$ cat config.mk
export PLATFORM = sky130hd
export DESIGN_NAME = modular_exponentiation
export DESIGN_NICKNAME = d
export VERILOG_FILES = /design/src/hdl/mexp_pkg.sv /design/src/hdl/mexp_mulmod.sv /design/src/hdl/mexp_datapath.sv /design/src/hdl/mexp_ctrl.sv /design/src/hdl/modular_exponentiation.sv
export SDC_FILE = /design/constraint.sdc
export NUM_CORES = 2
export LEC_CHECK = 0
export BUFFER_PORTS_ARGS = -buffer_cell sky130_fd_sc_hd__buf_2
export CORE_MARGIN = 2
export CORE_UTILIZATION = 55
export DETAILED_ROUTE_END_ITERATION = 10
export GPL_TIMING_DRIVEN = 1
export HOLD_SLACK_MARGIN = 0.12
export PLACE_DENSITY = 0.73
export SYNTH_ARGS = -nofsm -noshare
export SYNTH_HDL_FRONTEND = slang
export SYNTH_HIERARCHICAL = 1
export SYNTH_SLANG_ARGS = --single-unit
$ cat constraint.sdc
create_clock -name i_clk -period 27.7 [get_ports i_clk]
set_input_delay 2.77 -clock i_clk [delete_from_list [all_inputs] [get_ports i_clk]]
set_output_delay 2.77 -clock i_clk [all_outputs]
set_load 0.1 [all_outputs]
$ cat src/hdl/mexp_pkg.sv
// Shared declarations for the modular exponentiation block.
// Holds the default operand width and the controller/datapath command and status types.
// Depends on nothing; every other file of the block imports it.
package mexp_pkg;

    localparam int DefaultWidth = 64;

    // Commands from the controller to the datapath.
    typedef struct packed {
        logic load;        // capture a new transaction and start the base reduction
        logic step;        // advance both modular multipliers by one multiplier bit
        logic take_red;    // commit the reduced base
        logic start_iter;  // start multiply and square for one exponent bit
        logic update;      // commit result, squared base and shifted exponent
        logic finish;      // copy the result into the output register
    } t_dp_cmd;

    // Status from the datapath to the controller.
    typedef struct packed {
        logic e_zero;      // remaining exponent is zero
    } t_dp_status;

endpackage

$ cat src/hdl/mexp_mulmod.sv
// Bit-serial modular multiplier: acc = (acc * 2 + bit * addend) mod m, one bit per cycle while i_step is high.
// A modulus of zero makes the arithmetic wrap at 2^WIDTH.
// Depends on mexp_pkg for the default width.
module mexp_mulmod #(
    parameter int WIDTH = mexp_pkg::DefaultWidth
) (
    input  logic             i_clk,
    input  logic             i_load,
    input  logic             i_step,
    input  logic [WIDTH-1:0] i_addend,
    input  logic [WIDTH-1:0] i_mult,
    input  logic [WIDTH-1:0] i_modulus,
    output logic [WIDTH-1:0] o_acc
);
    import mexp_pkg::*;

    localparam int SumWidth = WIDTH + 3;

    logic [WIDTH-1:0]    r_acc;
    logic [WIDTH-1:0]    r_addend;
    logic [WIDTH-1:0]    r_mult;
    logic [WIDTH-1:0]    n_acc;
    logic [SumWidth-1:0] w_sum;
    logic [SumWidth-1:0] w_d1;
    logic [SumWidth-1:0] w_d2;

    // The sum stays below three times the modulus, so at most two subtractions are needed.
    // Both are formed in parallel and the sign bits pick the answer.
    always_comb begin
        w_sum = {2'b00, r_acc, 1'b0}
              + {3'b000, r_addend & {WIDTH{r_mult[WIDTH-1]}}};
        w_d1  = w_sum - {3'b000, i_modulus};
        w_d2  = w_sum - {2'b00, i_modulus, 1'b0};
        if (i_modulus == '0) begin
            n_acc = w_sum[WIDTH-1:0];
        end else if (!w_d2[SumWidth-1]) begin
            n_acc = w_d2[WIDTH-1:0];
        end else if (!w_d1[SumWidth-1]) begin
            n_acc = w_d1[WIDTH-1:0];
        end else begin
            n_acc = w_sum[WIDTH-1:0];
        end
    end

    always_ff @(posedge i_clk) begin
        if (i_load) begin
            r_acc    <= '0;
            r_addend <= i_addend;
            r_mult   <= i_mult;
        end else if (i_step) begin
            r_acc    <= n_acc;
            r_mult   <= {r_mult[WIDTH-2:0], 1'b0};
        end
    end

    assign o_acc = r_acc;

endmodule

$ cat src/hdl/mexp_datapath.sv
// Datapath of the modular exponentiation block: running result, base, exponent,
// two bit-serial modular multipliers and the output register.
// Depends on mexp_pkg and mexp_mulmod.
module mexp_datapath #(
    parameter int WIDTH = mexp_pkg::DefaultWidth
) (
    input  logic                   i_clk,
    input  mexp_pkg::t_dp_cmd      i_cmd,
    output mexp_pkg::t_dp_status   o_status,
    input  logic [WIDTH-1:0]       i_base_value,
    input  logic [WIDTH-1:0]       i_exponent,
    input  logic [WIDTH-1:0]       i_modulus,
    output logic [WIDTH-1:0]       o_power_result
);
    import mexp_pkg::*;

    logic [WIDTH-1:0] r_r;
    logic [WIDTH-1:0] r_b;
    logic [WIDTH-1:0] r_e;
    logic [WIDTH-1:0] r_out;
    logic [WIDTH-1:0] w_acc_r;
    logic [WIDTH-1:0] w_acc_b;
    logic [WIDTH-1:0] w_b_addend;
    logic [WIDTH-1:0] w_b_mult;

    // The result unit forms r * b while the base unit forms b * b.
    mexp_mulmod #(.WIDTH(WIDTH)) u_mul_r (
        .i_clk     (i_clk),
        .i_load    (i_cmd.start_iter),
        .i_step    (i_cmd.step),
        .i_addend  (r_b),
        .i_mult    (r_r),
        .i_modulus (i_modulus),
        .o_acc     (w_acc_r)
    );

    // On a new transaction the base unit reduces the base as 1 * base mod m.
    assign w_b_addend = i_cmd.load ? WIDTH'(1) : r_b;
    assign w_b_mult   = i_cmd.load ? i_base_value : r_b;

    mexp_mulmod #(.WIDTH(WIDTH)) u_mul_b (
        .i_clk     (i_clk),
        .i_load    (i_cmd.load | i_cmd.start_iter),
        .i_step    (i_cmd.step),
        .i_addend  (w_b_addend),
        .i_mult    (w_b_mult),
        .i_modulus (i_modulus),
        .o_acc     (w_acc_b)
    );

    always_ff @(posedge i_clk) begin
        if (i_cmd.load) begin
            r_r <= WIDTH'(1);
            r_e <= i_exponent;
        end
        if (i_cmd.take_red) begin
            r_b <= w_acc_b;
        end
        if (i_cmd.update) begin
            if (r_e[0]) begin
                r_r <= w_acc_r;
            end
            r_b <= w_acc_b;
            r_e <= {1'b0, r_e[WIDTH-1:1]};
        end
        if (i_cmd.finish) begin
            r_out <= r_r;
        end
    end

    assign o_status.e_zero = (r_e == '0);
    assign o_power_result  = r_out;

endmodule

$ cat src/hdl/mexp_ctrl.sv
// Controller of the modular exponentiation block: sequences reduction,
// multiply/square iterations and the output handshake.
// Depends on mexp_pkg for the command and status types.
module mexp_ctrl #(
    parameter int WIDTH = mexp_pkg::DefaultWidth
) (
    input  logic                   i_clk,
    input  logic                   i_rst_n,
    input  logic                   i_valid,
    output logic                   o_stall,
    output logic                   o_valid,
    input  logic                   i_stall,
    output mexp_pkg::t_dp_cmd      o_cmd,
    input  mexp_pkg::t_dp_status   i_status
);
    import mexp_pkg::*;

    localparam int CntWidth = $clog2(WIDTH);
    localparam logic [CntWidth-1:0] LastStep = CntWidth'(WIDTH - 1);

    typedef enum logic [2:0] {
        S_IDLE,
        S_REDUCE,
        S_TAKE,
        S_CHECK,
        S_MUL,
        S_UPDATE
    } t_state;

    t_state              r_state;
    t_state              n_state;
    logic [CntWidth-1:0] r_cnt;
    logic [CntWidth-1:0] n_cnt;
    logic                r_valid;
    logic                n_valid;
    t_dp_cmd             w_cmd;

    always_comb begin
        n_state = r_state;
        n_cnt   = r_cnt;
        n_valid = r_valid & i_stall;
        w_cmd   = '0;
        unique case (r_state)
            S_IDLE: begin
                if (i_valid) begin
                    w_cmd.load = 1'b1;
                    n_cnt      = '0;
                    n_state    = S_REDUCE;
                end
            end
            S_REDUCE: begin
                w_cmd.step = 1'b1;
                if (r_cnt == LastStep) begin
                    n_state = S_TAKE;
                end else begin
                    n_cnt = r_cnt + 1'b1;
                end
            end
            S_TAKE: begin
                w_cmd.take_red = 1'b1;
                n_state        = S_CHECK;
            end
            S_CHECK: begin
                if (i_status.e_zero) begin
                    // Wait here until the output register is free.
                    if (!r_valid || !i_stall) begin
                        w_cmd.finish = 1'b1;
                        n_valid      = 1'b1;
                        n_state      = S_IDLE;
                    end
                end else begin
                    w_cmd.start_iter = 1'b1;
                    n_cnt            = '0;
                    n_state          = S_MUL;
                end
            end
            S_MUL: begin
                w_cmd.step = 1'b1;
                if (r_cnt == LastStep) begin
                    n_state = S_UPDATE;
                end else begin
                    n_cnt = r_cnt + 1'b1;
                end
            end
            S_UPDATE: begin
                w_cmd.update = 1'b1;
                n_state      = S_CHECK;
            end
            default: begin
                n_state = S_IDLE;
            end
        endcase
    end

    always_ff @(posedge i_clk) begin
        if (!i_rst_n) begin
            r_state <= S_IDLE;
            r_cnt   <= '0;
            r_valid <= 1'b0;
        end else begin
            r_state <= n_state;
            r_cnt   <= n_cnt;
            r_valid <= n_valid;
        end
    end

    assign o_cmd   = w_cmd;
    assign o_stall = (r_state != S_IDLE);
    assign o_valid = r_valid;

    a_load_starts_reduce: assert property (@(posedge i_clk) disable iff (!i_rst_n)
        w_cmd.load |=> (r_state == S_REDUCE) && (r_cnt == '0))
        else $error("load did not start the base reduction");

    a_mul_runs_full_width: assert property (@(posedge i_clk) disable iff (!i_rst_n)
        (r_state == S_MUL) && (r_cnt == LastStep) |=> (r_state == S_UPDATE))
        else $error("multiply phase did not end after the last bit");

    a_finish_needs_zero_exp: assert property (@(posedge i_clk) disable iff (!i_rst_n)
        w_cmd.finish |-> i_status.e_zero)
        else $error("result delivered with exponent bits left");

    a_no_overwrite: assert property (@(posedge i_clk) disable iff (!i_rst_n)
        w_cmd.finish |-> (!r_valid || !i_stall))
        else $error("pending result overwritten");

endmodule

$ cat src/hdl/modular_exponentiation.sv
// Top level of the modular exponentiation block.
// Holds the modulus register and joins mexp_ctrl with mexp_datapath; uses mexp_pkg.
//
// Computes power_result = base_value ^ exponent mod modulus by right-to-left
// square-and-multiply, one transaction at a time. An accepted transaction first
// reduces the base modulo the modulus, then runs one multiply/square iteration
// for every exponent bit up to the highest set one; the multiply by the base
// and the squaring of the base run side by side in two bit-serial modular
// multipliers that retire one multiplier bit per cycle. If the previous result
// is still waiting in the output register, the new result waits for it to be
// taken. The input stall goes low in the same cycle as the output valid rises,
// while the finished result waits in the output register until its transaction
// completes. An exponent of zero always returns 1, even with a modulus of 1.
// The modulus resets to 1 and should be written only while no transaction is
// in flight; a modulus of zero makes the arithmetic wrap at 2^WIDTH.
module modular_exponentiation #(
    parameter int WIDTH = mexp_pkg::DefaultWidth
) (
    input  logic             i_clk,
    input  logic             i_rst_n,
    input  logic             i_cfg_wr_en,
    input  logic [WIDTH-1:0] i_cfg_wr_data,
    input  logic             i_valid,
    output logic             o_stall,
    input  logic [WIDTH-1:0] i_base_value,
    input  logic [WIDTH-1:0] i_exponent,
    output logic             o_valid,
    input  logic             i_stall,
    output logic [WIDTH-1:0] o_power_result
);
    import mexp_pkg::*;

    logic [WIDTH-1:0] r_modulus;
    t_dp_cmd          w_cmd;
    t_dp_status       w_status;

    // The modulus is configuration, so it gets its defined reset value.
    always_ff @(posedge i_clk) begin
        if (!i_rst_n) begin
            r_modulus <= WIDTH'(1);
        end else if (i_cfg_wr_en) begin
            r_modulus <= i_cfg_wr_data;
        end
    end

    // The controller only sequences; all arithmetic lives in the datapath.
    mexp_ctrl #(.WIDTH(WIDTH)) u_ctrl (
        .i_clk    (i_clk),
        .i_rst_n  (i_rst_n),
        .i_valid  (i_valid),
        .o_stall  (o_stall),
        .o_valid  (o_valid),
        .i_stall  (i_stall),
        .o_cmd    (w_cmd),
        .i_status (w_status)
    );

    mexp_datapath #(.WIDTH(WIDTH)) u_datapath (
        .i_clk          (i_clk),
        .i_cmd          (w_cmd),
        .o_status       (w_status),
        .i_base_value   (i_base_value),
        .i_exponent     (i_exponent),
        .i_modulus      (r_modulus),
        .o_power_result (o_power_result)
    );

endmodule
==> results.py <==
metrics = {
    "place": {
        "dp.cells": 7074,
        "post-dp-hpwl_um": 149000,
        "portBuffers": 262,
        "place.gp.congestion": 1.03,
    },
    "cells_and_area": {
        "layout-drive-gt1-share": 0.124,
        "final_common_cell": "a21oi_1",
        "syn2layout_area_growth_pct": 8.80,
        "nFillCells": 8219,
        "multiInputGateArea_um2": 31500,
        "final_cell_mix": "a21oi_1, nand2_1, edfxtp_1",
        "final_cells": 7233,
        "register_area_um2": 18800,
        "fin_nets": 6477,
    },
    "floorplan": {
        "core_area_um2": 94900,
        "num_rows": 113,
        "fp.dieW_um": 313,
        "io_pins": 263,
        "start_util": 0.554,
        "die_area_um2": 98100,
        "chipHeight_um": 313,
    },
    "synth": {
        "ys_seq_area_frac": 0.357,
        "synth_area_um2": 52600,
        "synth_compound_area_frac": 0.227,
        "synth_top_family_by_area": "compound AO/OA/AOI/OAI gates",
        "ys.flop_type": "edfxtp_1",
        "ys_seq_elements": 714,
        "synth_xor_area_frac": 0.0568,
        "syn_avg_cell_area_um2": 9.05,
        "synthCells": 5809,
        "yosysWarnings": 6,
        "mappedNetlistNets": 6395,
        "synth_edf_count": 447,
        "ys_types": 108,
        "async_reset_ff_frac": 0,
        "synthMuxAreaShare": 0.0555,
        "synth_fa_ha_area_frac": 0.0934,
        "synthSimpleGateAreaFrac": 0.165,
    },
    "timing": {
        "finalCriticalPeriod_ps": 8670,
        "hold_viol": 0,
        "fin_crit_sh": 0.313,
        "slew_viol_final": 0,
        "fmax_ghz": 0.115,
        "totalNegativeSetupSlack_ps": 0,
        "setup_viol": 0,
        "clock_skew_ps": 30.6,
        "grt_setup_unrepaired": "false",
        "max-slew-margin-rel": 0.165,
        "worst_slew_pin_slew_ps": 1240,
    },
    "clocking": {
        "post_cts_resized": 0,
        "cts_num_sinks": 714,
        "clk_latency_ps": 680,
        "clk_pin_slew_worst_paths_ps": 60,
        "h-tree-depth": 3,
        "cts_buffer_depth": 3,
        "cts_tree": "built",
        "cts_setup_buffers": 0,
        "ctsHoldBuffers": 0,
        "root_buffer": "clkbuf_16",
        "cts_buffers": 80,
    },
    "critical_path": {
        "endpoint_kind": "register",
        "worstSetupPathType": "reg -> reg",
        "worstSetupStartpointType": "register",
        "cp.arrival_ps": 9240,
        "crit_fanout": 64,
        "required_ps": 28270,
    },
    "status": {
        "status": "complete, no violations",
    },
    "drt": {
        "antenna_left": 0,
        "num_vias": 47500,
        "drc": 0,
        "firstDrtPassIters": 9,
        "first_iter_violations": 5684,
        "totalWireLength_um": 189000,
        "wire_per_inst_um": 26.2,
        "vias_per_cell": 6.56,
    },
    "global_route": {
        "grt_pass1_vias": 43900,
        "antenna_found_initial": 30,
        "gr-usage-all-layers": 0.373,
        "grt_pass1_wl_um": 278000,
        "grt_max_degree": 95,
        "gr-total-overflow": 0,
    },
    "min_path": {
        "hold_class": "reg -> reg",
    },
    "power_and_ir_drop": {
        "ir_worst_vdd_mv": 0.122,
        "p_per_area_nw_per_um2": 142,
        "p_leak_nw": 22.6,
    },
    "run": {
        "maxCapViolCount": 0,
    },
}
per-stage QoR:
stage	power (W)	instance area (um2)	util	hold slack, ps	worst slack [ps]
final	0.00813	57200	0.603	442	19030
after floorplan	0.00534	52600	-	418	18920
after CTS	0.00793	57200	0.603	442	19270
after detailed placement	0.00680	54500	0.574	427	19300
after global placement	0.00683	54500	0.574	430	19450
after global routing	0.00859	57200	0.603	470	18720
flip-flops by register name (all words and copies together) (netlist names):
signal                       count
r_modulus                       64
u_ctrl/o_valid                   1
u_ctrl/r_cnt                     6
u_ctrl/r_state                   3
u_datapath/o_power_result       64
u_datapath/r_b                  64
u_datapath/r_e                  64
u_datapath/r_r                  64
u_datapath/u_mul_b/o_acc        64
u_datapath/u_mul_b/r_addend     64
u_datapath/u_mul_b/r_mult       64
u_datapath/u_mul_r/o_acc        64
u_datapath/u_mul_r/r_addend     64
u_datapath/u_mul_r/r_mult       64
synthesized netlist by cell type (22+ instances only):
cell	instances	share of area
xor2_1	132	0.022
a31oi_1	63	0.0075
o21a_1	52	0.0074
nor2b_1	159	0.019
nand2b_1	112	0.013
a221oi_1	46	0.0077
nand3_1	90	0.0086
inv_1	250	0.018
nor2_1	337	0.024
o31ai_1	36	0.0051
xnor2_1	209	0.035
o211ai_1	49	0.0070
dfxtp_1	267	0.10
o21ai_1	50	0.0048
a22oi_1	33	0.0047
a21o_1	242	0.035
clkbuf_1	219	0.016
and3_1	34	0.0040
mux2i_1	73	0.014
a21boi_0	23	0.0033
nand2_1	452	0.032
nor3_1	88	0.0084
a21oi_1	464	0.044
and2_1	146	0.017
nand4_1	124	0.015
mux2_2	192	0.041
a211oi_1	71	0.010
a221o_1	22	0.0042
edfxtp_1	447	0.26
or2_2	26	0.0031
nor4_1	74	0.0088
ha_1	383	0.091
o22ai_1	26	0.0031
buf_2	48	0.0046
o21bai_1	69	0.0099
o21ai_0	368	0.035
cell families (layout without fill, tap and decap cells):
| logic type | after synthesis | in the layout |
|---|---|---|
| other | 0 | 12 |
| xor gates and xnor gates | 341 | 341 |
| adders and majority gates | 389 | 389 |
| AOI/OAI and AO/OA | 1818 | 1818 |
| DFF | 714 | 714 |
| and+or+nand+nor | 1718 | 1718 |
| muxes | 267 | 267 |
| buffers and inverters | 562 | 709 |
path summary, 6_finish.rpt:
kind,start,endpoint,slack [ps],cells past startpoint
worst min-delay path,u_datapath/r_b[62]$_DFFE_PP_,u_datapath/u_mul_r/r_addend[62]$_DFFE_PP_,440,0
worst max register to register,u_datapath/u_mul_b/r_mult[63]$_DFFE_PP_,u_datapath/u_mul_b/o_acc[57]$_SDFFE_PP0P_,19030,27
worst min register to register,u_datapath/r_b[62]$_DFFE_PP_,u_datapath/u_mul_r/r_addend[62]$_DFFE_PP_,440,0
worst max-delay path,u_datapath/u_mul_b/r_mult[63]$_DFFE_PP_,u_datapath/u_mul_b/o_acc[57]$_SDFFE_PP0P_,19030,27
critical path, stage by stage (launching register included):
cell and delay [ps]:
edfxtp_1 330, buf_4 440, nand2_1 200, inv_1 90, ha_1 240, a211oi_1 210, o21ai_0 290, o2111ai_1 390
a41oi_1 270, o21ai_0 610, nor2b_1 290, o21ai_0 230, a2111oi_0 470, a41oi_1 120, o211ai_1 260, ha_1 350
nand4_1 200, nor4_1 730, nand2b_1 90, a2111oi_0 750, buf_4 250, o311ai_1 180, nand4_1 220, a31oi_1 250
o21bai_1 230, xor2_1 400, nand2_1 110, a211oi_1 250
where the power goes:
| part | switching [W] | internal (W) | leakage [nW] | total, W |
|---|---|---|---|---|
| clock network | 0.000472 | 0.000624 | 1.30 | 0.00110 |
| registers | 0.000181 | 0.00127 | 6.43 | 0.00145 |
| logic | 0.00355 | 0.00203 | 14.9 | 0.00558 |
metal layers:
layer,track usage,up-vias,routed length (um)
li1,-,21700,-
met1,0.549,22800,83700
met2,0.544,2543,78900
met3,0.0766,349,20100
met4,0.122,20,6670
met5,0,-,129
layout make-up:
cell class | count | area share
diodes | 12 | 0.000525
clock inverters | 49 | 0.00790
repair buffers | 309 | 0.0291
clock buffers | 98 | 0.0389
multi-input cells | 4533 | 0.551
flip-flops and latches | 714 | 0.328
well taps | 1265 | 0.0277
inverters | 253 | 0.0167
Note: power is estimated with default switching activity, not from simulation.
